$ cat config.mk
export PLATFORM = sky130hd
export DESIGN_NAME = ramped_square_beep_generator_core
export DESIGN_NICKNAME = d
export VERILOG_FILES = /design/src/hdl/rsbg_pkg.sv /design/src/hdl/ramped_square_beep_generator_core.sv
export SDC_FILE = /design/constraint.sdc
export NUM_CORES = 1
export LEC_CHECK = 0
export CORE_AREA = 2 2 207 209
export DETAILED_ROUTE_END_ITERATION = 12
export DIE_AREA = 0 0 209 211
export DONT_BUFFER_PORTS = 1
export GPL_ROUTABILITY_DRIVEN = 0
export PLACE_DENSITY = 0.56
export SLEW_MARGIN = 20
export SYNTH_ARGS = -nofsm -noshare
export SYNTH_HDL_FRONTEND = slang
export SYNTH_SLANG_ARGS = --single-unit
$ cat constraint.sdc
create_clock -name clk -period 18.6 [get_ports clk]
set_input_delay 1.86 -clock clk [delete_from_list [all_inputs] [get_ports clk]]
set_output_delay 1.86 -clock clk [all_outputs]
set_load 0.02 [all_outputs]
$ cat src/hdl/rsbg_pkg.sv
// ----------------------------------------------------------------------------
// rsbg_pkg
// Types and constants shared by the ramped square beep generator: the
// command and sample item layouts and the configuration register map.
// ----------------------------------------------------------------------------
package rsbg_pkg;

  // Command item: a sample tick or a play request.
  typedef struct packed {
    logic operation;
    logic sound;
  } cmd_t;

  // Sample item: one audio sample and whether it belongs to a beep.
  typedef struct packed {
    logic signed [15:0] sample;
    logic               busy_res;
  } smp_t;

  // Command codes.
  localparam logic OP_TICK = 1'b0;
  localparam logic OP_PLAY = 1'b1;

  // Click selection codes.
  localparam logic SOUND_MOVE  = 1'b0;
  localparam logic SOUND_PRESS = 1'b1;

  // Configuration port geometry.
  localparam int unsigned CFG_IDX_W  = 3;
  localparam int unsigned CFG_DATA_W = 16;

  // Configuration register indexes.
  localparam logic [CFG_IDX_W-1:0] CFG_MOVE_HALF_PERIOD  = 3'd0;
  localparam logic [CFG_IDX_W-1:0] CFG_MOVE_LENGTH       = 3'd1;
  localparam logic [CFG_IDX_W-1:0] CFG_PRESS_HALF_PERIOD = 3'd2;
  localparam logic [CFG_IDX_W-1:0] CFG_PRESS_LENGTH      = 3'd3;
  localparam logic [CFG_IDX_W-1:0] CFG_AMPLITUDE         = 3'd4;

  // Field widths.
  localparam int unsigned HP_W  = 12;
  localparam int unsigned LEN_W = 16;
  localparam int unsigned AMP_W = 15;

  // Register values after reset.
  localparam logic [HP_W-1:0]  RST_MOVE_HALF_PERIOD  = 12'd11;
  localparam logic [LEN_W-1:0] RST_MOVE_LENGTH       = 16'd220;
  localparam logic [HP_W-1:0]  RST_PRESS_HALF_PERIOD = 12'd7;
  localparam logic [LEN_W-1:0] RST_PRESS_LENGTH      = 16'd352;
  localparam logic [AMP_W-1:0] RST_AMPLITUDE         = 15'd4200;

  // Pending click codes.
  localparam logic [1:0] PEND_NONE  = 2'd0;
  localparam logic [1:0] PEND_MOVE  = 2'd1;
  localparam logic [1:0] PEND_PRESS = 2'd2;

endpackage

$ cat src/hdl/ramped_square_beep_generator_core.sv
// ----------------------------------------------------------------------------
// ramped_square_beep_generator_core
// Square-wave click generator with a linear fade in and fade out. Play
// requests latch a pending click; each sample tick yields one sample item.
// ----------------------------------------------------------------------------
//
//  Channel  Direction  Handshake             Payload
//  cmd      in         cmd_valid / cmd_stall rsbg_pkg::cmd_t (operation, sound)
//  smp      out        smp_valid / smp_stall rsbg_pkg::smp_t (sample, busy_res)
//  cfg      in         cfg_write             cfg_index, cfg_data
//
//  A play request is absorbed in the cycle it is accepted and gives no item.
//  A sample tick passes ST_EVAL, which evaluates position and ramps, then
//  ST_MUL and ST_DIV of the shared multiplier per ramp scaling (product, then
//  reciprocal multiply for the division by RAMP_LEN), then ST_OUT to issue.
//  cmd_stall is high while a tick is in progress or its sample waits on a
//  stalled output register. Reset (rst, synchronous) restores the register
//  defaults and leaves no click pending or playing.
//
module ramped_square_beep_generator_core #(
  parameter int unsigned RAMP_LEN = 40
) (
  input  logic                                clk,
  input  logic                                rst,
  input  logic                                cmd_valid,
  output logic                                cmd_stall,
  input  rsbg_pkg::cmd_t                      cmd,
  output logic                                smp_valid,
  input  logic                                smp_stall,
  output rsbg_pkg::smp_t                      smp,
  input  logic                                cfg_write,
  input  logic [rsbg_pkg::CFG_IDX_W-1:0]      cfg_index,
  input  logic [rsbg_pkg::CFG_DATA_W-1:0]     cfg_data
);

  // Ramp factors stay below RAMP_LEN, so FW bits hold them.
  localparam int unsigned FW  = $clog2(RAMP_LEN + 1);
  localparam int unsigned P_W = rsbg_pkg::AMP_W + FW;
  // Reciprocal scale: exact truncating quotient for every product below 2^P_W.
  localparam int unsigned K   = P_W + FW;
  localparam int unsigned M_W = K + 1;
  localparam logic [63:0] RECIP_WIDE =
    ((64'd1 << K) + 64'(RAMP_LEN) - 64'd1) / 64'(RAMP_LEN);
  localparam logic [M_W-1:0] RECIP = RECIP_WIDE[M_W-1:0];
  localparam logic [rsbg_pkg::LEN_W-1:0] RAMP = rsbg_pkg::LEN_W'(RAMP_LEN);

  typedef enum logic [2:0] {
    ST_IDLE,
    ST_EVAL,
    ST_MUL,
    ST_DIV,
    ST_OUT
  } state_t;

  state_t state;

  // Configuration registers.
  logic [rsbg_pkg::HP_W-1:0]  move_half_period;
  logic [rsbg_pkg::LEN_W-1:0] move_length;
  logic [rsbg_pkg::HP_W-1:0]  press_half_period;
  logic [rsbg_pkg::LEN_W-1:0] press_length;
  logic [rsbg_pkg::AMP_W-1:0] amplitude;

  // Beep state.
  logic [1:0]                 pending_sound;
  logic                       playing;
  logic                       active_sound;
  logic [rsbg_pkg::LEN_W-1:0] position;
  logic [rsbg_pkg::HP_W-1:0]  half_period_count;
  logic                       wave_phase;

  // Working registers of the current tick.
  logic                       silent;
  logic                       do_in;
  logic                       do_out;
  logic [FW-1:0]              tail;
  logic [rsbg_pkg::AMP_W-1:0] mag;
  logic [P_W-1:0]             prod;

  // Combinational helpers.
  logic [rsbg_pkg::LEN_W-1:0] len_sel;
  logic [rsbg_pkg::HP_W-1:0]  hp_sel;
  logic [rsbg_pkg::HP_W-1:0]  hp_eff;
  logic [rsbg_pkg::LEN_W-1:0] remain;
  logic [rsbg_pkg::LEN_W-1:0] pos_inc;
  logic [rsbg_pkg::HP_W-1:0]  hpc_inc;
  logic                       hpc_wrap;
  logic [P_W-1:0]             mul_a;
  logic [M_W-1:0]             mul_b;
  logic [P_W+M_W-1:0]         mul_out;
  logic [FW-1:0]              factor;
  logic signed [15:0]         wave_value;

  assign cmd_stall = (state != ST_IDLE);

  // Parameters of the click being played, and the per-sample increments.
  always_comb begin
    len_sel  = active_sound ? press_length : move_length;
    hp_sel   = active_sound ? press_half_period : move_half_period;
    hp_eff   = (hp_sel == '0) ? rsbg_pkg::HP_W'(1) : hp_sel;
    remain   = len_sel - position;
    pos_inc  = position + rsbg_pkg::LEN_W'(1);
    hpc_inc  = half_period_count + rsbg_pkg::HP_W'(1);
    hpc_wrap = (hpc_inc >= hp_eff) || (hpc_inc == '0);
  end

  // Shared multiplier: amplitude times ramp factor, then product times
  // the reciprocal of RAMP_LEN.
  always_comb begin
    factor = do_in ? position[FW-1:0] : tail;
    if (state == ST_DIV) begin
      mul_a = prod;
      mul_b = RECIP;
    end else begin
      mul_a = P_W'(mag);
      mul_b = M_W'(factor);
    end
    mul_out = (P_W+M_W)'(mul_a) * (P_W+M_W)'(mul_b);
  end

  // Signed sample from phase and magnitude.
  always_comb begin
    if (wave_phase) begin
      wave_value = signed'({1'b0, mag});
    end else begin
      wave_value = signed'(16'd0 - {1'b0, mag});
    end
  end

  // Sequencer, configuration and output register.
  always_ff @(posedge clk) begin
    if (rst) begin
      state             <= ST_IDLE;
      move_half_period  <= rsbg_pkg::RST_MOVE_HALF_PERIOD;
      move_length       <= rsbg_pkg::RST_MOVE_LENGTH;
      press_half_period <= rsbg_pkg::RST_PRESS_HALF_PERIOD;
      press_length      <= rsbg_pkg::RST_PRESS_LENGTH;
      amplitude         <= rsbg_pkg::RST_AMPLITUDE;
      pending_sound     <= rsbg_pkg::PEND_NONE;
      playing           <= 1'b0;
      active_sound      <= rsbg_pkg::SOUND_MOVE;
      position          <= '0;
      half_period_count <= '0;
      wave_phase        <= 1'b0;
      silent            <= 1'b1;
      do_in             <= 1'b0;
      do_out            <= 1'b0;
      smp_valid         <= 1'b0;
    end else begin
      // Register writes must arrive only while the block is idle; the block itself does not enforce it.
      if (cfg_write) begin
        unique case (cfg_index)
          rsbg_pkg::CFG_MOVE_HALF_PERIOD:  move_half_period  <= cfg_data[rsbg_pkg::HP_W-1:0];
          rsbg_pkg::CFG_MOVE_LENGTH:       move_length       <= cfg_data;
          rsbg_pkg::CFG_PRESS_HALF_PERIOD: press_half_period <= cfg_data[rsbg_pkg::HP_W-1:0];
          rsbg_pkg::CFG_PRESS_LENGTH:      press_length      <= cfg_data;
          rsbg_pkg::CFG_AMPLITUDE:         amplitude         <= cfg_data[rsbg_pkg::AMP_W-1:0];
          default: ;
        endcase
      end

      // The output register empties when its item is taken, unless the
      // issue state refills it in the same cycle.
      if (smp_valid && !smp_stall && state != ST_OUT) begin
        smp_valid <= 1'b0;
      end

      unique case (state)
        // Take a command; requests are absorbed here, ticks start a sample.
        ST_IDLE: begin
          if (cmd_valid) begin
            if (cmd.operation == rsbg_pkg::OP_PLAY) begin
              if (pending_sound == rsbg_pkg::PEND_NONE) begin
                pending_sound <= (cmd.sound == rsbg_pkg::SOUND_PRESS) ?
                                 rsbg_pkg::PEND_PRESS : rsbg_pkg::PEND_MOVE;
              end
            end else begin
              if (!playing && pending_sound != rsbg_pkg::PEND_NONE) begin
                active_sound      <= (pending_sound == rsbg_pkg::PEND_PRESS) ?
                                     rsbg_pkg::SOUND_PRESS : rsbg_pkg::SOUND_MOVE;
                pending_sound     <= rsbg_pkg::PEND_NONE;
                playing           <= 1'b1;
                position          <= '0;
                half_period_count <= '0;
                wave_phase        <= 1'b0;
              end
              state <= ST_EVAL;
            end
          end
        end

        // Decide silence, end of beep and which ramps apply.
        ST_EVAL: begin
          if (!playing) begin
            silent <= 1'b1;
            state  <= ST_OUT;
          end else if (position >= len_sel) begin
            playing           <= 1'b0;
            position          <= '0;
            half_period_count <= '0;
            wave_phase        <= 1'b0;
            silent            <= 1'b1;
            state             <= ST_OUT;
          end else begin
            silent <= 1'b0;
            mag    <= amplitude;
            do_in  <= (position < RAMP);
            do_out <= (len_sel > RAMP) && (remain < RAMP);
            tail   <= remain[FW-1:0];
            if ((position < RAMP) || ((len_sel > RAMP) && (remain < RAMP))) begin
              state <= ST_MUL;
            end else begin
              state <= ST_OUT;
            end
          end
        end

        // Magnitude times the ramp factor.
        ST_MUL: begin
          prod  <= mul_out[P_W-1:0];
          state <= ST_DIV;
        end

        // Truncating division by RAMP_LEN; fade out follows fade in if both apply.
        ST_DIV: begin
          mag <= mul_out[K +: rsbg_pkg::AMP_W];
          if (do_in && do_out) begin
            do_in <= 1'b0;
            state <= ST_MUL;
          end else begin
            do_in  <= 1'b0;
            do_out <= 1'b0;
            state  <= ST_OUT;
          end
        end

        // Issue the item once the output register is free, then advance.
        ST_OUT: begin
          if (!smp_valid || !smp_stall) begin
            smp_valid    <= 1'b1;
            smp.sample   <= silent ? 16'sd0 : wave_value;
            smp.busy_res <= !silent;
            if (!silent) begin
              if (pos_inc >= len_sel) begin
                playing           <= 1'b0;
                position          <= '0;
                half_period_count <= '0;
                wave_phase        <= 1'b0;
              end else begin
                position <= pos_inc;
                if (hpc_wrap) begin
                  half_period_count <= '0;
                  wave_phase        <= !wave_phase;
                end else begin
                  half_period_count <= hpc_inc;
                end
              end
            end
            state <= ST_IDLE;
          end
        end

        default: state <= ST_IDLE;
      endcase
    end
  end

endmodule

**Word level (Yosys, flattened, before mapping)**

Index checks and enable logic that the tools add are counted.

- Multiplexer cells: 73
- Reductions and logical operators: 41
- Order comparisons: 6
- Bitwise gates (word level): 3
- $add $sub $neg: 4
- Multiply operators: 1
- Eq/ne operators: 22

Operator list:

| kind | number |
|---|---|
| two-way mux 16 bit | 9 |
| two-way mux 12 bit | 11 |
| one-hot mux 16 bit (3 select lines) | 1 |
| two-way mux 15 bit | 3 |
| multiplier 21 x 28 -> 42 bit | 1 |
| one-hot mux 12 bit (3 select lines) | 1 |
| greater-or-equal comparator 16 bit | 2 |
| less-than comparator 16 x 6 -> 1 bit (second input constant) | 2 |
| one-hot mux 15 bit (2 select lines) | 1 |
| two-way mux 1 bit | 28 |
| zero test 12 bit | 2 |
| two-way mux 22 bit | 1 |
| two-way mux 21 bit | 1 |
| two-way mux 3 bit | 7 |
| != test 2 bit (second input constant) | 10 |
| AND reduction 4 bit | 5 |
| adder 16 x 1 -> 16 bit (second input constant) | 1 |
| greater-than comparator 16 x 6 -> 1 bit (second input constant) | 1 |
| subtractor 1 x 15 -> 16 bit (first input constant) | 1 |
| subtractor 16 bit | 1 |
| one-hot mux 3 bit (5 select lines) | 1 |
| adder 12 x 1 -> 12 bit (second input constant) | 1 |
| == test 3 x 2 -> 1 bit (second input constant) | 4 |
| greater-or-equal comparator 12 bit | 1 |
| 23 further kinds | 54 |

- Output and inout port bits: 19
- Register bits after elaboration: 170
- Bits of input ports: 26
- Word-level logic and storage cells: 172

**Longest topological paths before layout**

- Depth in word-level cells: 10
- Depth in mapped cells: 33
- Mapped depth without buffers: 30

**Worst setup path before layout**

OpenSTA, ideal clock, no wires.

- Path kind: register to register
- Start point: reg state[0]
- End point: reg mag[12] in the netlist's numbering, data pin
- Cell stages (with the launch flop): 30
- Path slack: 10,840 ps
- Buffers on the path: 4
- Arrival: 7,492 ps
- Required time: 18,333 ps
- Clock period less this slack: 7,760 ps
- Setup time: 267 ps
- Cells stage by stage: dfxtp_1 nor2b_1 clkbuf_1 and2_1 clkbuf_1 clkbuf_1 buf_1 nand2_1 inv_1 fa_1 fa_1 inv_1 fa_1 inv_1 fa_1 fa_1 inv_1 fa_1 fa_1 inv_1 ha_1 and4_1 and3_1 nand3_1 nor3b_1 nor4_4 a21oi_1 nor3b_1 or4_1 nand3_1

- Longest elaborated chain between the ends: 4
- Elaborated cells between the ends (all ways): 6
- Classes of those cells: mul: 1; eq/ne: 2; mux: 3

RTL lines:

| what | RTL line | source |
|---|---|---|
| start: declaration | ramped_square_beep_generator_core.sv:55 | `state_t state;` |
| start signal: assignment | ramped_square_beep_generator_core.sv:133 | `state <= ST_IDLE;` |
| start signal: assignment | ramped_square_beep_generator_core.sv:187 | `state <= ST_EVAL;` |
| start signal: assignment | ramped_square_beep_generator_core.sv:196 | `state <= ST_OUT;` |
| == test 3 x 2 -> 1 bit | ramped_square_beep_generator_core.sv:111, ramped_square_beep_generator_core.sv:168 |  |
| two-way mux 21 bit or two-way mux 22 bit (tied branches) | ramped_square_beep_generator_core.sv:111 | `if (state == ST_DIV) begin` |
| multiplier 21 x 28 -> 42 bit | ramped_square_beep_generator_core.sv:118 | `mul_out = (P_W+M_W)'(mul_a) * (P_W+M_W)'(mul_b);` |
| one-hot mux 15 bit (2 select lines) (*) | ramped_square_beep_generator_core.sv:168 | `unique case (state)` |
| end signal: assignment | ramped_square_beep_generator_core.sv:206 | `mag <= amplitude;` |
| end signal: assignment | ramped_square_beep_generator_core.sv:226 | `mag <= mul_out[K +: rsbg_pkg::AMP_W];` |
| end: declaration | ramped_square_beep_generator_core.sv:77 | `logic [rsbg_pkg::AMP_W-1:0] mag;` |

Every way passes the cells marked *; elsewhere a longest branch is shown, timed or not.
A chain may end at the register's enable or synchronous reset.

**Worst setup path after layout**

- Start point: reg state[0]
- End point: reg mag[9] in the netlist's numbering, data pin

The elaborated chain is that of the path after synthesis.

==> results.py <==
metrics = {
    "detailed_routing": {
        "first_pass_iters": 5,
        "antenna_left": 0,
        "route.vias.total": 14110,
        "drt-initial-drc-count": 940,
        "drt-wirelength-per-cell_um": 19.03,
        "post-route-drc-count": 0,
        "detail_route.vias_per_cell": 5.445,
        "routed_wl_um": 49320,
    },
    "floorplan": {
        "design.core.area_um2": 41760,
        "die-area_um2": 44100,
        "chipWidth_um": 209,
        "num_io_pins": 45,
        "chipHeight_um": 211,
        "starting_density_pct": 43.79,
        "floorplan.rows": 75,
    },
    "critical_path": {
        "reg2regPathDepth": 27,
        "crit_path_max_incr_delay_ps": 530,
        "critical_path_buf_inv_count": 6,
        "critical_path_s_top_delay_family": "adder cells",
        "worst_ep_arrival_time_ps": 8220,
        "critical_path.most_common_cell": "fa_1",
        "timing.critical_path.slowest_stage_cell": "fa_1",
        "worstPathMaxFanout": 68,
        "critical_path.reg2reg.endpoint": "mag[9]",
        "end_kind": "register",
        "cp.required_ps": 18760,
        "r2r_setup_slack_ps": 10530,
        "rr_startpoint": "state[0]",
        "timing.setup.critical_path_class": "register to register",
        "critical_path_startpoint_category": "register",
    },
    "clock_tree": {
        "buffer_type_at_the_clock_tree_root": "clkbuf_16",
        "cts_inserted_buffers": 17,
        "clock_sinks": 170,
        "clk_pin_slew_ps": 70,
        "htree_num_levels": 4,
        "cts-resized-gates": 0,
        "tritoncts": "done",
        "cts_hold_buf": 0,
        "insertion_delay_ps": 440,
        "cts-root-to-sink-buffers": 2,
        "post-cts-setup-buffer-count": 0,
    },
    "final_layout": {
        "final_layout_size_suffix_gt1_share_pct": 4.240,
        "layout.cells.non_filler": 2591,
        "antenna_cells_inserted": 0,
        "num-nets-final": 2484,
        "final.fill_count": 4023,
        "post-route-util_pct": 46.57,
        "area_growth_pct": 6.350,
    },
    "global_routing": {
        "grt.overflow.total": 0,
        "grt_pass1_wl_um": 79480,
        "all_layer_gr_usage_pct": 23.23,
        "largest_net_degree_at_the_start_of_global_routing": 117,
        "grt_pass1_vias": 14390,
        "grt_antenna_before_repair": 1,
    },
    "hold_path": {
        "hold_start": "press_half_period[9]",
        "hold_path_depth": 2,
        "worst_hold_path_type": "register to register",
        "hold_path_end": "press_half_period[9]",
    },
    "pwr": {
        "power_density_nw_per_um2": 50.01,
        "total_leakage_power_nw": 9.545,
        "worst_ir_drop_vdd_mv": 0.04618,
    },
    "yosys": {
        "synthDistinctLibCells": 76,
        "yosysTopAreaCellShare_pct": 20.36,
        "cell_area_after_synthesis_um2": 18290,
        "avgSynthCellArea_um2": 8.873,
        "async_reset_ff_share_pct": 0,
        "synthesis.instances": 2061,
        "yosys_warnings": 0,
        "synthDominantAreaCellType": "fa_1",
        "top_cells_by_area_synth": "fa_1 20%, ha_1 16%, dfxtp_1 12%, edfxtp_1 9.7%, inv_1 6.7%",
        "synth_edf_count": 59,
        "synth_seq_cells": 170,
        "ys.flop_type": "dfxtp_1",
        "synth_seq_area_share_pct": 21.84,
    },
    "run_status": {
        "outcome": "finished clean",
    },
    "sta": {
        "fin_worst_hold_slack_ps": 450.5,
        "final-max-slew-violation-count": 0,
        "clock.fmax_ghz": 0.1240,
        "max-slew-margin-rel_pct": 38.41,
        "grt_setup_unrepaired": "false",
        "fin_tns_setup_ps": 0,
        "finalWorstPathRequiredPeriod_ps": 8067,
        "worst_clock_skew_ps": 15.25,
        "setup-violations-final": 0,
        "hold_viol": 0,
        "worst_pin_slew_ps": 916.7,
        "finalCritPeriodShare_pct": 43.37,
    },
    "placed_design": {
        "dp_cells": 2559,
        "dp.final_hpwl_um": 39890,
        "placement.io_buffers": 0,
    },
    "run": {
        "cap_viol_max_count": 0,
    },
}
-- cell usage after synthesis, types with 14 or more instances --
library cell / instances
edfxtp_1: 59
mux2i_1: 37
nor2_1: 120
a21o_1: 27
xor2_1: 19
or3_1: 14
xnor2_1: 44
o21a_1: 15
o21ai_0: 54
clkbuf_1: 48
nor3_1: 27
nand2b_1: 16
fa_1: 186
inv_1: 324
or2_2: 15
nand3_1: 43
ha_1: 233
nand3b_1: 20
nand4_1: 20
and2_1: 17
nand2_1: 233
a21oi_1: 147
dfxtp_1: 111
and3_1: 49
-- kinds of logic after synthesis --
kind of cell             share of synthesized area (%)
AO/OA/AOI/OAI                                    11.83
XOR/XNOR                                         3.017
adder cells (fa/ha/maj)                          36.31
buffers and inverters                            8.197
flip-flops                                       21.84
multiplexers                                     2.210
other                                          0.04107
AND/OR/NAND/NOR                                  16.56
-- tightest hold or removal path: cells and delay by family (launching register included) --
family	cells	cell delay (ps)
DFF	1	310
and+or+nand+nor	1	50
AOI/OAI and AO/OA	1	50
-- sequential cells by signal, indices dropped and copies added (netlist names) --
| signal | cells |
|---|---|
| active_sound | 1 |
| playing | 1 |
| press_length | 16 |
| state | 3 |
| do_in | 1 |
| half_period_count | 12 |
| prod | 21 |
| position | 16 |
| amplitude | 15 |
| silent | 1 |
| tail | 6 |
| smp_valid | 1 |
| move_length | 16 |
| pending_sound | 2 |
| wave_phase | 1 |
| press_half_period | 12 |
| mag | 15 |
| move_half_period | 12 |
| do_out | 1 |
| smp | 17 |
-- cell usage in the layout (no fill, tap or decap), types with 37 or more instances in the layout --
cell | netlist | final
nand2_1 | 233 | 232
o21ai_0 | 54 | 54
xnor2_1 | 44 | 44
nand3_1 | 43 | 43
nor2_1 | 120 | 120
mux2i_1 | 37 | 37
edfxtp_1 | 59 | 59
and3_1 | 49 | 49
a21oi_1 | 147 | 147
dfxtp_1 | 111 | 110
fa_1 | 186 | 186
ha_1 | 233 | 233
inv_1 | 324 | 324
-- power by group --
group          leakage [nW]  internal (mW)  switching (mW)  total [mW]
logic                  7.84         0.0852           0.134       0.219
clock network         0.268          0.188           0.167       0.355
registers              1.44          0.393         0.00560       0.399
-- metal layers --
layer | share of wire [%] | global-route usage, % | vias to the layer above
met2 | 49 | 40.29 | 322
met1 | 44 | 30.40 | 6912
li1 | - | - | 6820
met3 | 4.6 | 2.884 | 54
met5 | 0 | 0 | -
met4 | 2.6 | 6.995 | 0
-- per-stage QoR --
step / power, mW / cell area (um^2) / setup WS [ps]
after floorplan: 0.5668 / 18350 / 10840
after global placement: 0.6217 / 18880 / 10420
after detailed placement: 0.6226 / 18880 / 10630
after CTS: 0.9794 / 19450 / 10600
after global routing: 1.023 / 19450 / 10010
final: 0.9726 / 19450 / 10530
-- layout make-up --
class	instances	area, um^2	area share (%)
well taps	539	674.4	3.468
inverters	324	1216	6.254
clock inverters	14	135.1	0.6948
multi-input cells	1512	12890	66.29
clock buffers	18	429.2	2.207
repair buffers	14	105.1	0.5404
flip-flops and latches	170	3995	20.54
-- how the worst max path moves through the flow --
stage          slack, ps  cells after the start     start      end
2_1_floorplan      10840                     29  state[0]  mag[12]
3_3_place_gp       10420                     26  state[0]  mag[12]
3_5_place_dp       10630                     27  state[0]  mag[12]
4_1_cts            10600                     27  state[0]  mag[12]
5_1_grt            10010                     27  state[0]   mag[9]
6_report           10530                     27  state[0]   mag[9]
Power figures use the tool's default switching activity.
